==> config.mk <==
export PLATFORM = sky130hd
export DESIGN_NAME = circ_sqrt
export DESIGN_NICKNAME = d
export VERILOG_FILES = /design/src/rtl/circ_pkg.sv /design/src/rtl/circ_sqrt.sv
export SDC_FILE = /design/constraint.sdc
export NUM_CORES = 2
export LEC_CHECK = 0
export BUFFER_PORTS_ARGS = -buffer_cell sky130_fd_sc_hd__buf_4
export CORE_ASPECT_RATIO = 1.1
export CORE_UTILIZATION = 60
export DETAILED_ROUTE_END_ITERATION = 16
export PLACE_DENSITY_LB_ADDON = 0.2
export SYNTH_ARGS = -nofsm -noshare
export SYNTH_HDL_FRONTEND = slang
export SYNTH_SLANG_ARGS = --single-unit
==> constraint.sdc <==
create_clock -name clk -period 4.7 [get_ports clk]
set_input_delay 0.235 -clock clk [delete_from_list [all_inputs] [get_ports clk]]
set_output_delay 0.235 -clock clk [all_outputs]
set_load 0.005 [all_outputs]
==> src/rtl/circ_pkg.sv <==
`default_nettype none
package circ_pkg;

	localparam int NUM_W  = 100;
	localparam int DEN_W  = 68;
	localparam int REM_W  = 101;
	localparam int ROOT_W = 32;
	localparam int SRAD_W = 64;
	localparam int SREM_W = 36;

	localparam logic [1:0] STATUS_OK    = 2'd0;
	localparam logic [1:0] STATUS_DEGEN = 2'd1;
	localparam logic [1:0] STATUS_SAT   = 2'd2;

	typedef struct packed {
		logic signed [31:0] ax;
		logic signed [31:0] ay;
		logic signed [31:0] bx;
		logic signed [31:0] by_coord;
		logic signed [31:0] cx;
		logic signed [31:0] cy;
	} pts_t;

	typedef struct packed {
		logic signed [31:0] center_x;
		logic signed [31:0] center_y;
		logic        [31:0] radius;
		logic        [1:0]  status;
	} circ_t;

	typedef struct packed {
		logic [NUM_W-1:0]   nx_abs;
		logic [NUM_W-1:0]   ny_abs;
		logic [DEN_W-1:0]   d_abs;
		logic               neg_x;
		logic               neg_y;
		logic               ovf_x;
		logic               ovf_y;
		logic               coll;
		logic signed [31:0] ax;
		logic signed [31:0] ay;
	} div_in_t;

	typedef struct packed {
		logic [31:0]        qx;
		logic [31:0]        qy;
		logic               neg_x;
		logic               neg_y;
		logic               ovf_x;
		logic               ovf_y;
		logic               coll;
		logic signed [31:0] ax;
		logic signed [31:0] ay;
	} div_out_t;

	typedef struct packed {
		logic signed [31:0] ox;
		logic signed [31:0] oy;
		logic               coll;
		logic               sat;
		logic               big;
	} sq_tag_t;

endpackage
`default_nettype wire

==> src/rtl/circ_sqrt.sv <==
`default_nettype none
module circ_sqrt (
	input  logic                        clk,
	input  logic                        arst_n,
	input  logic                        en,
	input  logic                        src_valid,
	input  logic [circ_pkg::SRAD_W-1:0] src_val,
	input  circ_pkg::sq_tag_t           src_tag,
	output logic                        dst_valid,
	output logic [circ_pkg::ROOT_W-1:0] dst_root,
	output circ_pkg::sq_tag_t           dst_tag
);
	import circ_pkg::*;

	logic              v_s    [0:ROOT_W];
	sq_tag_t           tag_s  [0:ROOT_W];
	logic [SRAD_W-1:0] val_s  [0:ROOT_W];
	logic [SREM_W-1:0] rem_s  [0:ROOT_W];
	logic [ROOT_W-1:0] root_s [0:ROOT_W];

	assign v_s[0]    = src_valid;
	assign tag_s[0]  = src_tag;
	assign val_s[0]  = src_val;
	assign rem_s[0]  = '0;
	assign root_s[0] = '0;

	for (genvar k = 0; k < ROOT_W; k++) begin : g_step
		logic [SREM_W-1:0] rem_n, trial;
		logic              ge;

		assign rem_n = {rem_s[k][SREM_W-3:0], val_s[k][SRAD_W-1 -: 2]};
		assign trial = {2'b00, root_s[k], 2'b01};
		assign ge    = rem_n >= trial;

		always_ff @(posedge clk or negedge arst_n) begin
			if (!arst_n) begin
				v_s[k+1] <= 1'b0;
			end else if (en) begin
				v_s[k+1] <= v_s[k];
			end
		end

		always_ff @(posedge clk) begin
			if (en) begin
				tag_s[k+1]  <= tag_s[k];
				val_s[k+1]  <= val_s[k] << 2;
				rem_s[k+1]  <= ge ? rem_n - trial : rem_n;
				root_s[k+1] <= {root_s[k][ROOT_W-2:0], ge};
			end
		end
	end

	assign dst_valid = v_s[ROOT_W];
	assign dst_root  = root_s[ROOT_W];
	assign dst_tag   = tag_s[ROOT_W];

endmodule
`default_nettype wire

# Yosys cells after proc, flatten, opt, wreduce, memory -nomap -nowiden

Cells that the tools add are included.
Widths: inputs -> output; s select.

Add/subtract/negate cells: 31
Magnitude comparators: 32
Muxes and demuxes: 31

Operator list:

| operator         | number |
|---|---|
| $mux 34          | 30 |
| $ge 36x10->1     | 1 |
| $ge 36x11->1     | 1 |
| $ge 36x12->1     | 1 |
| $ge 36x13->1     | 1 |
| $ge 36x14->1     | 1 |
| $ge 36x15->1     | 1 |
| $ge 36x16->1     | 1 |
| $ge 36x17->1     | 1 |
| $ge 36x18->1     | 1 |
| $ge 36x19->1     | 1 |
| $ge 36x20->1     | 1 |
| $ge 36x21->1     | 1 |
| $ge 36x22->1     | 1 |
| $ge 36x23->1     | 1 |
| $ge 36x24->1     | 1 |
| $ge 36x25->1     | 1 |
| $ge 36x26->1     | 1 |
| $ge 36x27->1     | 1 |
| $ge 36x28->1     | 1 |
| $ge 36x29->1     | 1 |
| $ge 36x3->1      | 1 |
| $ge 36x30->1     | 1 |
| $ge 36x31->1     | 1 |
| 41 further kinds | 41 |

Bits in registers: 4,719
Bits of input ports: 135
Output and inout port bits: 100
Logic and storage cells: 381

# Depth between registers and ports, before layout

Word-level depth: 2
Gate-level depth with buffers: 15
Gate-level depth less buffers: 12

# Worst setup path before layout

OpenSTA, ideal clock, no wires.

Path kind: register to register
Start point: reg rem_s, in the netlist g_step[5].rem_n[7]
End point: reg rem_s, in the netlist g_step[6].rem_n[21] (data pin)
Data arrival time: 3.164 ns
Required time: 4.434 ns
Setup slack: 1.270 ns
Stages on the path, launching flop included: 11
Path buffers: 1
Clock period less this slack: 3.430 ns
Path through: edfxtp_1 or4_1 or2_1 or3_4 or3_4 or3_4 nor4_4 a211o_4 buf_6 nor3_1 xor2_1

Word-level cells in the longest chain between the ends: 2
Elaborated cells on any way between the ends: 3
Classes of those cells: add/sub: 1; order compare: 1; mux: 1

RTL lines:

| what                                                | RTL line                         | text |
|---|---|---|
| from (decl)                                         | circ_sqrt.sv:18                  | `logic [SREM_W-1:0] rem_s [0:ROOT_W];` |
| from (signal, indexed assignment)                   | circ_sqrt.sv:47                  | `rem_s[k+1] <= ge ? rem_n - trial : rem_n;` |
| $sub 34x7->34 / $ge 36x7->1 (equally long branches) | circ_sqrt.sv:47, circ_sqrt.sv:33 |  |
| $mux 34 *                                           | circ_sqrt.sv:47                  |  |

Every way passes the cells marked *; elsewhere a longest branch is shown, timed or not.
A chain may end at the register's enable or synchronous reset.

# Worst setup path in the final report

Start point: reg rem_s, in the netlist g_step[7].rem_n[2]
End point: reg rem_s, in the netlist g_step[8].rem_n[34] (data pin)

Word-level cells in the longest chain between the ends: 2
Elaborated cells on any way between the ends: 3
Classes of those cells: add/sub: 1; order compare: 1; mux: 1

RTL lines:

| what                                                | RTL line |
|---|---|
| $sub 34x9->34 / $ge 36x9->1 (equally long branches) | circ_sqrt.sv:47, circ_sqrt.sv:33 |
| $mux 34 *                                           | circ_sqrt.sv:47 |

Marks and branches as above.

==> metrics.txt <==
status=completed; number of rows in the core area=212; insertion delay to the later sink of the worst-skew pair=0.95 ns; Post-Syn Area per Cell=16.1 sq um; reported net switching power=26.1 mW; switching portion of total power=25.1%; number of ports placed on the die boundary=235; number of antenna violations at the first check in global routing=12; setup-violating endpoint count in the final report=0; sequential-to-total area share from yosys stat=76.7%; Layout fillers=19700; combinational cell fraction of total power=13.4%; number of standard cells in the layout, taps in and fillers out=16700; max-cap violation count=0; count of yosys warnings during synthesis=0; minimum period implied by the final worst setup slack=4.10 ns; final worst path period share=87.3%; largest cells by area after synthesis=sky130_fd_sc_hd__edfxtp_1 76%, sky130_fd_sc_hd__ha_1 3.8%, sky130_fd_sc_hd__xor2_1 2.0%; ranking of synthesized cells by instance count=4667 x sky130_fd_sc_hd__edfxtp_1, 734 x sky130_fd_sc_hd__inv_1, 670 x sky130_fd_sc_hd__nand2_1; WP data required=5.35 ns; worst-path fanout max=20; Post-synth EDFFs=4667; path class of the lowest-slack min-delay path=input pin to flop; standard cell core area=304000 sq um; cell type with the highest aggregate area in the netlist=sky130_fd_sc_hd__edfxtp_1; Initial Utilization=60.5%; Overall Global Routing Usage=22.2%; Post-Place Cells=15600; height of the die=583 um; die outline area=309000 sq um; wire length of the first global-routing pass=536000 um; part of the power in registers=51.6%; cell internal power dissipation=77.7 mW; category of the most critical setup path=flop to flop; Syn Inst Count=11500; average via count per standard cell=5.65; fraction of layout cells with a size suffix above 1=9.49%; worst max-slew margin expressed relative to the limit=15.9%; clock tree from TritonCTS=done; Antenna Nets Post-Route=0; hold_buf cts=240; area share of the leading cell type in the synthesized netlist=76.2%; 1st-pass router iterations=6; root buffer cell=sky130_fd_sc_hd__clkbuf_16; Max IR drop VDD=387 uV; GR Overflow Total=0; critical-path cell with the highest stage delay=sky130_fd_sc_hd__a211oi_1; number of nets at the end of the flow=12900; number of global-route vias before repair=96100; Detailed Route WL=346000 um; H-tree Lvls=5; WL per Instance=20.7 um; Achievable Freq=0.244 GHz; met2 routing resource usage after global routing=39.8%; global routing met1 resource utilization=27.8%; final-layout setup total negative slack=0 ns; proportion of register bits with asynchronous set or reset after synthesis=0.681%; area used by multi-input combinational logic=39000 sq um; Buffers on Ports=234; sequential cell area=141000 sq um; setup repair after global routing missed its margin=no; Resized Gates After CTS=0; post-synthesis sequential element count=4699; Worst path top cell family by delay=simple AND/OR/NAND/NOR gates; layout overhead on the synthesized area=13.2%; most heavily used metal layer in global routing=met2; sink count of the clock tree=4699; clock tree buffer depth=4; portion of total power attributed to the clock network=35.0%; leak pwr=76.4 nW; vias=94300; final core area utilization=68.5%; dpl ws=0.666 ns; critical path, cell by cell=ha_1 -> nor2b_1 -> o21ai_0 -> a21oi_1 -> o21ai_0 -> a211oi_1 -> or3_1 -> nand4_1 -> or4_1 -> xnor2_1; Die X-Extent=530 um; CP max stage delay=0.69 ns; Clock Skew=0.0464 ns; DP Wirelength=215000 um; clock slew at the register clock pins of the worst setup and hold paths=0.06 ns; capturing element type of the critical path=flop; total standard cell area after synthesis=184000 sq um; synth unique cells=91; most frequently used cell type in the post-synthesis netlist=sky130_fd_sc_hd__edfxtp_1; most frequent CP cell=sky130_fd_sc_hd__o21ai_0; M3 GR Usage=3.05%; buffering stage count on the worst path with inverters included=0; Placer Congestion=0.927; number of buffers added for setup after CTS=0; DRC violations left=0; Worst Max-Slew Pin Slew=1.26 ns; total count of hold-check failures in the final report=0; syn_nets=12100; pin count of the biggest net entering global routing=203; pwr/cell area=499 nW/um^2; CP Data Arrival Time=4.75 ns; clock buffer count from CTS=438; dominant register cell in the synthesized netlist=sky130_fd_sc_hd__edfxtp_1; sum of internal, switching and leakage power=104 mW; critical path launch point type=flop; count of pins over their slew limit=0; count of routing violations after the opening detailed-route iteration=7340; fin worst setup slack=0.598 ns
state kept, by name (all words and copies together) (netlist names):
name	cells
g_step.rem_n	1065
dst_valid	1
tag_s	2077
v_s	31
dst_root	32
val_s	930
g_step.trial	496
dst_tag	67
power by group through the flow:
stage,clock [mW],combinational [mW],sequential (mW)
after floorplan,0,9.67,53.2
after global placement,0,13.3,54.2
after CTS,37.1,13.9,53.6
after global routing,38.7,15.4,53.9
final,36.3,13.9,53.5
after detailed placement,0,13.6,54.3
metrics by stage:
stage	area, sq um	hold WS, ns
5_1_grt	208000	0.000950
3_5_place_dp	191000	0.192
4_1_cts	208000	0.00100
6_report	208000	0.0587
3_3_place_gp	191000	0.182
2_1_floorplan	184000	-0.0606
cell type report:
cell class                      count  area share, %
Multi-Input combinational cell   5765           18.7
Antenna cell                        7        0.00842
Inverter                          737           1.33
Timing Repair Buffer              607           2.69
Clock buffer                      503           5.41
Tap cell                         4066           2.44
Clock inverter                    305           1.66
Sequential cell                  4699           67.7
final timing paths:
check	start	end	slack, ns	cells past startpoint
hold reg to reg	val_s[1134]$_DFFE_PP_	val_s[1072]$_DFFE_PP_	0.39	0
hold / removal	src_tag[2]	tag_s[2079]$_DFFE_PP_	0.06	2
setup / recovery	g_step[7].rem_n[2]$_DFFE_PP_	g_step[8].rem_n[34]$_DFFE_PP_	0.60	10
setup reg to reg	g_step[7].rem_n[2]$_DFFE_PP_	g_step[8].rem_n[34]$_DFFE_PP_	0.60	10
max in group asynchronous	arst_n	v_s[16]$_DFFE_PN0P_	4.10	4
min in group asynchronous	arst_n	v_s[1]$_DFFE_PN0P_	0.43	4
logic make-up after synthesis:
| group | synth area share [%] |
|---|---|
| compound gates | 6.30 |
| xor+xnor | 4.01 |
| fa+ha+maj | 3.82 |
| buf+inv | 2.16 |
| flops | 76.7 |
| mux | 0.604 |
| other cells | 0.00204 |
| simple gates | 6.43 |
routing by layer:
| metal | share of wire (%) | vias to the layer above |
|---|---|---|
| met1 | 40 | 46300 |
| met2 | 52 | 2557 |
| met3 | 4.4 | 685 |
| met5 | 0.076 | - |
| met4 | 3.4 | 2 |
| li1 | - | 44800 |
cells in the final DEF (no fill, tap or decap), types with 80 or more instances in the layout:
| cell | n |
|---|---|
| sky130_fd_sc_hd__clkbuf_16 | 441 |
| sky130_fd_sc_hd__edfxtp_1 | 4667 |
| sky130_fd_sc_hd__nand4_1 | 89 |
| sky130_fd_sc_hd__buf_4 | 333 |
| sky130_fd_sc_hd__clkinv_2 | 80 |
| sky130_fd_sc_hd__o21a_1 | 107 |
| sky130_fd_sc_hd__nand2b_1 | 91 |
| sky130_fd_sc_hd__nor2_1 | 524 |
| sky130_fd_sc_hd__mux2_2 | 88 |
| sky130_fd_sc_hd__or3_1 | 104 |
| sky130_fd_sc_hd__a21o_1 | 224 |
| sky130_fd_sc_hd__nor3_1 | 241 |
| sky130_fd_sc_hd__xnor2_1 | 416 |
| sky130_fd_sc_hd__o21ai_0 | 515 |
| sky130_fd_sc_hd__nor4_1 | 127 |
| sky130_fd_sc_hd__nand3_1 | 160 |
| sky130_fd_sc_hd__inv_1 | 734 |
| sky130_fd_sc_hd__a21oi_1 | 558 |
| sky130_fd_sc_hd__xor2_1 | 426 |
| sky130_fd_sc_hd__nand2_1 | 670 |
| sky130_fd_sc_hd__ha_1 | 562 |
| sky130_fd_sc_hd__clkinv_1 | 95 |
| sky130_fd_sc_hd__dlygate4sd3_1 | 239 |
No activity file was read; power rests on OpenSTA's default activity.
